## src/sv/slcm_pkg.sv

```systemverilog
// Shared types, constants and the keyword compare function of the serial line command matcher.
package slcm_pkg;

	localparam int LINE_DEPTH = 10;
	localparam int FILL_W     = $clog2(LINE_DEPTH + 1);
	localparam int KW_CHARS   = 8;
	localparam int KW_W       = 8 * KW_CHARS;

	localparam logic [7:0] CHAR_CR = 8'h0D;
	localparam logic [7:0] CHAR_BS = 8'h08;

	localparam logic [KW_W-1:0] KW_FIRST_RESET  = 64'h0000_0054_5241_5453;
	localparam logic [KW_W-1:0] KW_SECOND_RESET = 64'h0000_0000_504F_5453;

	localparam int REG_IDX_W = 2;
	localparam logic [REG_IDX_W-1:0] REG_KW_FIRST  = 2'd0;
	localparam logic [REG_IDX_W-1:0] REG_KW_SECOND = 2'd1;

	localparam int Q_DEPTH = 4;
	localparam int Q_PTR_W = $clog2(Q_DEPTH);
	localparam int Q_CNT_W = $clog2(Q_DEPTH + 1);

	typedef logic [1:0] kind_t;
	localparam kind_t KIND_BYTE    = 2'd0;
	localparam kind_t KIND_MATCH   = 2'd1;
	localparam kind_t KIND_NOMATCH = 2'd2;

	typedef logic [LINE_DEPTH-1:0][7:0] line_t;

	typedef struct packed {
		kind_t      kind;
		logic [7:0] tx_byte;
		logic       keyword_index;
		logic       last_of_run;
	} result_t;

	typedef struct packed {
		logic    valid;
		logic    two;
		result_t first;
		result_t second;
	} result_pair_t;

	function automatic logic kw_match(input logic [KW_W-1:0] kw, input line_t line,
		input logic [FILL_W-1:0] n);
		logic       ok;
		logic       stopped;
		logic [7:0] k;
		logic [7:0] b;
		ok      = 1'b1;
		stopped = 1'b0;
		for (int i = 0; i < LINE_DEPTH; i++) begin
			k = 8'd0;
			if (i < KW_CHARS) begin
				k = kw[(i % KW_CHARS) * 8 +: 8];
			end
			b = line[i];
			if (FILL_W'(i) < n && !stopped) begin
				if (k != b) begin
					ok      = 1'b0;
					stopped = 1'b1;
				end else if (k == 8'd0) begin
					stopped = 1'b1;
				end
			end
		end
		return ok;
	endfunction

endpackage

```

## src/sv/slcm_line.sv

```systemverilog
// Input register, line store, fill count, keyword registers and per-item result logic.
module slcm_line
	import slcm_pkg::*;
(
	input  logic                 clk,
	input  logic                 arst_n,
	input  logic                 in_valid,
	output logic                 in_ready,
	input  logic [7:0]           in_byte,
	input  logic                 wr_en,
	input  logic [REG_IDX_W-1:0] wr_index,
	input  logic [KW_W-1:0]      wr_data,
	input  logic                 space,
	output result_pair_t         pair
);

	logic              valid_s1;
	logic [7:0]        byte_s1;
	logic [FILL_W-1:0] fill_q;
	line_t             line_q;
	logic [KW_W-1:0]   kw_first_q;
	logic [KW_W-1:0]   kw_second_q;
	logic              process;
	logic              end_line;
	logic              is_bs;
	logic              match_first;
	logic              match_second;

	assign process  = valid_s1 && space;
	assign in_ready = !valid_s1 || space;
	assign end_line = (fill_q >= FILL_W'(LINE_DEPTH)) || (byte_s1 == CHAR_CR);
	assign is_bs    = byte_s1 == CHAR_BS;

	assign match_first  = kw_match(kw_first_q, line_q, fill_q);
	assign match_second = kw_match(kw_second_q, line_q, fill_q);

	always_comb begin
		pair.valid               = process;
		pair.two                 = end_line || is_bs;
		pair.first.kind          = KIND_BYTE;
		pair.first.tx_byte       = byte_s1;
		pair.first.keyword_index = 1'b0;
		pair.first.last_of_run   = !(end_line || is_bs);
		pair.second.kind          = KIND_BYTE;
		pair.second.tx_byte       = 8'd0;
		pair.second.keyword_index = 1'b0;
		pair.second.last_of_run   = 1'b1;
		if (end_line) begin
			if (match_first) begin
				pair.second.kind = KIND_MATCH;
			end else if (match_second) begin
				pair.second.kind          = KIND_MATCH;
				pair.second.keyword_index = 1'b1;
			end else begin
				pair.second.kind = KIND_NOMATCH;
			end
		end
	end

	always_ff @(posedge clk or negedge arst_n) begin
		if (!arst_n) begin
			valid_s1 <= 1'b0;
		end else if (in_ready) begin
			valid_s1 <= in_valid;
		end
	end

	always_ff @(posedge clk) begin
		if (in_valid && in_ready) begin
			byte_s1 <= in_byte;
		end
	end

	always_ff @(posedge clk or negedge arst_n) begin
		if (!arst_n) begin
			kw_first_q  <= KW_FIRST_RESET;
			kw_second_q <= KW_SECOND_RESET;
		end else if (wr_en) begin
			if (wr_index == REG_KW_FIRST) begin
				kw_first_q <= wr_data;
			end else if (wr_index == REG_KW_SECOND) begin
				kw_second_q <= wr_data;
			end
		end
	end

	always_ff @(posedge clk or negedge arst_n) begin
		if (!arst_n) begin
			fill_q <= '0;
			line_q <= '0;
		end else if (process) begin
			if (end_line) begin
				fill_q <= '0;
				line_q <= '0;
			end else if (is_bs) begin
				if (fill_q != '0) begin
					fill_q <= fill_q - FILL_W'(1);
					for (int i = 0; i < LINE_DEPTH; i++) begin
						if (FILL_W'(i + 1) == fill_q) begin
							line_q[i] <= 8'd0;
						end
					end
				end
			end else begin
				fill_q <= fill_q + FILL_W'(1);
				for (int i = 0; i < LINE_DEPTH; i++) begin
					if (FILL_W'(i) == fill_q) begin
						line_q[i] <= byte_s1;
					end
				end
			end
		end
	end

endmodule

```

## src/sv/slcm_queue.sv

```systemverilog
// Result queue that takes one or two results per item and hands out one per cycle while out_ready is high.
module slcm_queue
	import slcm_pkg::*;
(
	input  logic         clk,
	input  logic         arst_n,
	input  result_pair_t pair,
	output logic         space,
	output logic         out_valid,
	input  logic         out_ready,
	output result_t      out_result
);

	result_t              mem_q [Q_DEPTH];
	logic [Q_PTR_W-1:0]   wr_ptr_q;
	logic [Q_PTR_W-1:0]   rd_ptr_q;
	logic [Q_CNT_W-1:0]   count_q;
	logic                 pop;
	logic [Q_CNT_W-1:0]   push_n;
	logic [Q_PTR_W-1:0]   wr_ptr_next;

	assign space       = count_q <= Q_CNT_W'(Q_DEPTH - 2);
	assign out_valid   = count_q != '0;
	assign pop         = out_valid && out_ready;
	assign out_result  = mem_q[rd_ptr_q];
	assign wr_ptr_next = wr_ptr_q + Q_PTR_W'(1);

	always_comb begin
		push_n = '0;
		if (pair.valid) begin
			push_n = pair.two ? Q_CNT_W'(2) : Q_CNT_W'(1);
		end
	end

	always_ff @(posedge clk or negedge arst_n) begin
		if (!arst_n) begin
			wr_ptr_q <= '0;
			rd_ptr_q <= '0;
			count_q  <= '0;
		end else begin
			wr_ptr_q <= wr_ptr_q + push_n[Q_PTR_W-1:0];
			if (pop) begin
				rd_ptr_q <= rd_ptr_q + Q_PTR_W'(1);
			end
			count_q <= count_q + push_n - (pop ? Q_CNT_W'(1) : Q_CNT_W'(0));
		end
	end

	always_ff @(posedge clk) begin
		if (pair.valid) begin
			mem_q[wr_ptr_q] <= pair.first;
			if (pair.two) begin
				mem_q[wr_ptr_next] <= pair.second;
			end
		end
	end

endmodule

```

## src/sv/serial_line_command_matcher.sv

```systemverilog
// Top level of the serial line command matcher.
// Each received byte is echoed; a backspace also yields a zero byte, and a carriage
// return or a byte arriving on a full line ends the line and yields a match result
// (first keyword, second keyword or none) after the echo. Bytes pass the input register
// into a four-entry result queue that hands out one result item per cycle while
// m_tready is high; a byte is taken every cycle while the queue has space. Keywords
// are written through the wr_* port; the user must do so only while the block is idle,
// which the block does not enforce. Indexes other than 0 and 1 are ignored.
module serial_line_command_matcher
	import slcm_pkg::*;
(
	input  logic                 clk,
	input  logic                 arst_n,
	input  logic                 s_tvalid,
	output logic                 s_tready,
	input  logic [7:0]           s_tdata,  // [7:0] rx_byte
	output logic                 m_tvalid,
	input  logic                 m_tready,
	output logic [15:0]          m_tdata,  // [7:0] tx_byte, [8] keyword_index, rest zero
	output logic [1:0]           m_tuser,  // [1:0] kind
	output logic                 m_tlast,
	input  logic                 wr_en,
	input  logic [REG_IDX_W-1:0] wr_index,
	input  logic [KW_W-1:0]      wr_data
);

	result_pair_t pair;
	logic         space;
	result_t      head;

	slcm_line u_line (
		.clk      (clk),
		.arst_n   (arst_n),
		.in_valid (s_tvalid),
		.in_ready (s_tready),
		.in_byte  (s_tdata),
		.wr_en    (wr_en),
		.wr_index (wr_index),
		.wr_data  (wr_data),
		.space    (space),
		.pair     (pair)
	);

	slcm_queue u_queue (
		.clk        (clk),
		.arst_n     (arst_n),
		.pair       (pair),
		.space      (space),
		.out_valid  (m_tvalid),
		.out_ready  (m_tready),
		.out_result (head)
	);

	assign m_tdata = {7'd0, head.keyword_index, head.tx_byte};
	assign m_tuser = head.kind;
	assign m_tlast = head.last_of_run;

endmodule
```

## config.mk

```make
export PLATFORM = sky130hd
export DESIGN_NAME = serial_line_command_matcher
export DESIGN_NICKNAME = d
export VERILOG_FILES = /design/src/sv/slcm_pkg.sv /design/src/sv/slcm_line.sv /design/src/sv/slcm_queue.sv /design/src/sv/serial_line_command_matcher.sv
export SDC_FILE = /design/constraint.sdc
export NUM_CORES = 1
export LEC_CHECK = 0
export ABC_CLOCK_PERIOD_IN_PS = 3470
export BUFFER_PORTS_ARGS = -buffer_cell sky130_fd_sc_hd__buf_2
export CAP_MARGIN = 10
export CORE_ASPECT_RATIO = 0.6
export CORE_MARGIN = 5
export CORE_UTILIZATION = 55
export CTS_BUF_LIST = sky130_fd_sc_hd__clkbuf_8
export DETAILED_ROUTE_END_ITERATION = 10
export PLACE_DENSITY = 0.8
export RECOVER_POWER = 50
export SETUP_SLACK_MARGIN = 0.2
export SLEW_MARGIN = 20
export SYNTH_ARGS = -nofsm -noshare
export SYNTH_HDL_FRONTEND = slang
export SYNTH_SLANG_ARGS = --single-unit
```

## constraint.sdc

```tcl
create_clock -name clk -period 3.47 [get_ports clk]
set_input_delay 0.347 -clock clk [delete_from_list [all_inputs] [get_ports clk]]
set_output_delay 0.347 -clock clk [all_outputs]
set_load 0.01 [all_outputs]
```

; Word-level counts from Yosys, hierarchy flattened
; Memory sizes are Yosys's and may differ from the RTL's.
; Cells that the tools add are included.
[classes]
add_sub_neg = 7
magnitude_cmp = 12
n_eq_ne = 40
muxes = 130
n_bitwise = 1
n_reduce_logical = 89
[ops]
columns = operator, n
row1 = 80-bit two-way mux, 3
row2 = 8-bit two-way mux, 20
row3 = 8-bit logical NOT, 16
row4 = 8-bit != test, 16
row5 = 1-bit two-way mux, 99
row6 = 4-bit AND reduction, 10
row7 = 3-bit by 2-bit != test with 1-bit output (second input constant), 11
row8 = 3-bit nonzero test, 11
row9 = 1-bit logical AND, 21
row10 = 1-bit logical NOT, 20
row11 = 3-bit by 4-bit equality test with 1-bit output (first input constant), 4
row12 = 8-bit by 4-bit equality test with 1-bit output (second input constant), 2
row13 = 3-bit by 4-bit < comparator with 1-bit output (first input constant), 4
row14 = 8-bit nonzero test, 2
row15 = 4-bit equality test (first input constant), 3
row16 = 4-bit two-way mux, 3
row17 = 2-bit by 4-bit equality test with 1-bit output (first input constant), 2
row18 = 1-bit by 4-bit < comparator with 1-bit output (first input constant), 2
row19 = 2-bit by 4-bit < comparator with 1-bit output (first input constant), 2
row20 = 4-bit < comparator (first input constant), 2
row21 = 2-bit two-way mux, 4
row22 = 2-bit by 1-bit adder with 2-bit output (second input constant), 2
row23 = 4-bit by 1-bit adder with 4-bit output (second input constant), 1
row24 = 1-bit by 4-bit equality test with 1-bit output (first input constant), 1
row25 = other kinds (15), 18
[totals]
ff_bits = 228
mem_bits_rw = 48
inputBits = 79
out_inout_bits = 21
elab_cells = 298
mem_count = 1
[mem_list]
columns = memory, depth, width, rd, rd_clocked_by_memory_dff, write_ports, line
row1 = u_queue.mem_q, 4, 12, 1, 0, 2, slcm_queue.sv:14  ; result_t mem_q [Q_DEPTH];

; Logic depth before layout (Yosys ltp)
[depth]
word_depth = 34
ltp_mapped = 11
depth_no_buf = 9

; Modules after synthesis
; A second synthesis with hierarchy kept.
[hier_totals]
cells_unflattened = 998
hier_area_um2 = 13601.8
[by_module_without_submodules]
columns = module, instances, cells_each, area_each_um2, seq_area_each_um2
row1 = slcm_line, 1, 829, 10779.1, 5606.6
row2 = slcm_queue, 1, 161, 2766.4, 1616.6
row3 = serial_line_command_matcher, 1, 8, 56.3, 0.0

; Worst setup path before layout
; Ideal clock, no wire load.
[synth_path]
path_kind = register -> register
from = reg u_line.fill_q[1]
to = mem u_queue.mem_q[3][1] (netlist bit) (data pin)
setup_ns = 0.170
t_arrival_ns = 2.505
t_required_ns = 3.300
path_slack_ns = 0.795
path_stages_with_launch = 11
path_buffers = 1
period_less_slack_ns = 2.675
cell_sequence = dfrtp_1 clkbuf_1 inv_1 ha_1 nor3b_2 nor3_2 o21ba_2 a221oi_2 o41a_1 a311o_2 nor4_2
[synth_lines]
columns = item, line
row1 = start: declaration, slcm_line.sv:19  ; logic [FILL_W-1:0] fill_q;
row2 = start signal: assignment, slcm_line.sv:97  ; fill_q <= fill_q - FILL_W'(1);
row3 = start signal: assignment, slcm_line.sv:105  ; fill_q <= fill_q + FILL_W'(1);
row4 = end: declaration, slcm_queue.sv:14

==> results.cfg <==
[logic_synthesis]
syn_area_per_cell_um2 = 12.3
ys_warn_count = 0
synth_cell_type_count = 61
synthCells = 1065
yosys_register_bits = 276
async_flop_share = 0.797
synth-edff-count = 20
syn_area_mm2 = 0.0131
ys.flop_type = dfrtp_1
seq_area_frac_synth = 0.524

[placement]
io_buffer_count = 92
dp_hpwl_um = 22400
dp_cells = 1435
gp_congestion = 0.969

[setup_path]
cp_slowest_cell = a311o_2
cpPeakStageDelay_ps = 490
critPathCaptureType = flip-flop
path_buf_inv = 1
critPathTopFamily = compound AO/OA/AOI/OAI gates
cp-start-kind = flip-flop
path_max_fanout = 10
r2r-start = u_line.fill_q[1]
crit_cells = 9
cp.arrival_ps = 3360
path_cells = inv_1, ha_1, nor3b_2, nor3_2, o21ba_2, a221oi_2, o41a_1, a311o_2, nor4_2
r2r_setup_slack_ps = 500
criticalPathCategory = flip-flop to flip-flop
worstRegToRegCells = 9
endpoint = u_queue.mem_q[3][1]
reg2reg_to = u_queue.mem_q[3][1]
required_ps = 3850
cp-startpoint = u_line.fill_q[1]

[grt]
grt_pass1_wl_um = 51700
grt_max_degree = 88
grt_pass1_vias = 9216
antenna_found_initial = 1
grt_use_total = 0.241
overflow = 0

[worst_hold_path]
min_path_type = input port to flip-flop

[clock_network]
cts-root-buf = clkbuf_8
clkTransAtPathRegs_ps = 70
ctsHoldBuffers = 40
cts_max_path_buffers = 3
clock-sinks = 276
cts_setup_buffers = 0
clock_latency_ps = 570
post_cts_resized = 0
cts_tree = done
cts_buffers = 40
cts_max_level = 2

[sta]
layout_min_cycle_time_ps = 2970
slew_headroom = -0.191
skew_ps = 29.2
max_slew.worst_pin.slew_ps = 1790
max_clock_freq_ghz = 0.337
finalSetupViolations = 0
rsz0062_at_grt = no
tns_ps = 0
report.final.slew_viol_count = 199
period_share = 0.856
hold_violations = 0

[route]
drc = 0
drt_first_iter_violations = 836
detail-route-antenna-nets = 0
via_per_inst = 5.83
vias = 9023
first_pass_iters = 5
wl_um = 32100
wl_per_cell_um = 20.7

[floorplan]
core_area_mm2 = 0.0233
io_pins = 100
die-area_mm2 = 0.0271
num_rows = 43
start_util = 0.563
die_width_um = 209
die-height_um = 130

[final_layout]
final_cells = 1549
synthToLayoutAreaGrowth_pct = 14.9
utilization = 0.646
final_common_cell = dfrtp_1
antenna_cells = 0
nets = 1291
layout_common_cells = dfrtp_1 (191), mux2_2 (133), xor2_1 (99)
layout-drive-gt1-share = 0.300

[run]
cap_violations = 3

[power_and_ir_drop]
power.total_mw = 12.2
ir_drop_uv = 363
leakagePower_nw = 6.36
power_density_mw_per_mm2 = 809

[run_status]
violations = capacitance limit, slew limit
run_status = complete, but fails checks
cells in the mapped netlist, types with 3 or more instances:
library cell | count | area (um2)
nor4_1 | 57 | 357
buf_1 | 11 | 41.3
nor3_1 | 4 | 20.0
mux4_2 | 12 | 270
xnor2_1 | 36 | 315
mux2_1 | 76 | 856
nor3_2 | 3 | 30.0
nand2b_1 | 5 | 31.3
dfstp_2 | 29 | 762
buf_2 | 5 | 25.0
nand4_1 | 8 | 50.1
o21ai_1 | 12 | 60.1
a31oi_1 | 5 | 31.3
nor3b_2 | 6 | 75.1
edfxtp_1 | 20 | 601
o21ai_0 | 3 | 15.0
and2_1 | 12 | 75.1
a211oi_1 | 7 | 52.6
nand3b_1 | 3 | 22.5
a21oi_1 | 55 | 275
o21ai_2 | 8 | 70.1
o22ai_1 | 4 | 25.0
o21a_1 | 3 | 22.5
xor2_1 | 99 | 867
nand2_1 | 95 | 357
dfxtp_1 | 36 | 721
buf_4 | 7 | 52.6
mux2_2 | 133 | 1500
nor2_1 | 25 | 93.8
or4_1 | 4 | 30.0
dfrtp_1 | 191 | 4780
nand3_1 | 13 | 65.1
inv_1 | 7 | 26.3
ha_1 | 9 | 113
clkbuf_1 | 29 | 109
routing by layer:
layer  track usage  share of wire  vias up  routed length, um
met4        0.0602          0.017        0                553
met3        0.0564          0.088       49               2840
met1         0.380           0.48     4527              15600
met5             0              0        -                  0
li1              -              -     4081                  -
met2         0.336           0.41      366              13200
stage by stage:
| step | area (um2) | setup slack [ps] | hold slack (ps) |
|---|---|---|---|
| 4_1_cts | 15100 | 249 | 1.84 |
| 3_3_place_gp | 13900 | 352 | 375 |
| 3_5_place_dp | 13900 | 247 | 385 |
| 5_1_grt | 15100 | 299 | 9.54 |
| 6_report | 15100 | 498 | 39.2 |
| 2_1_floorplan | 13100 | 795 | 51.4 |
flip-flops by register name, indices dropped and copies added (netlist names):
register,cells
u_queue.count_q,3
u_line.kw_first_q,64
u_line.kw_second_q,64
u_line.byte_s1,8
u_line.line_q,80
u_line.valid_s1,1
u_queue.mem_q,48
u_queue.wr_ptr_q,2
u_queue.rd_ptr_q,2
u_line.fill_q,4
area by class of cell:
| type | count | area, um2 |
|---|---|---|
| clock buffers | 51 | 702 |
| clock inverters | 23 | 114 |
| fillers | 1777 | 8240 |
| inverters | 8 | 30.0 |
| multi-input cells | 733 | 6010 |
| flip-flops and latches | 276 | 6860 |
| well taps | 315 | 394 |
| repair buffers | 143 | 947 |
worst register-to-register path, stage by stage, from the launching register on:
cell and delay (ps):
dfrtp_1 480, inv_1 210, ha_1 280, nor3b_2 440, nor3_2 120, o21ba_2 260, a221oi_2 80, o41a_1 150
a311o_2 490, nor4_2 290
how the worst min path moves through the flow:
stage,from,endpoint,slack [ps],cells after the start
after floorplan,arst_n,u_line.fill_q[0],50,0
after global placement,arst_n,u_line.kw_second_q[50],380,1
after detailed placement,arst_n,u_line.kw_second_q[50],380,1
after CTS,wr_data[14],u_line.kw_second_q[14],2,2
after global routing,wr_data[16],u_line.kw_second_q[16],10,2
final,wr_data[13],u_line.kw_second_q[13],40,2
power breakdown:
part           switching, mW  internal, mW
Clock                   1.29          1.34
Combinational           2.09          1.93
Sequential              1.18          4.36
Total                   4.55          7.64
cell families after synthesis:
kind of cell	Yosys count	share of synthesized area
fa+ha+maj	10	0.0101
other cells	1	0.000286
buf+inv	62	0.0209
compound gates	108	0.0509
xor+xnor	135	0.0902
mux	223	0.202
simple gates	250	0.102
flops	276	0.524
No activity file was read; power rests on OpenSTA's default activity.
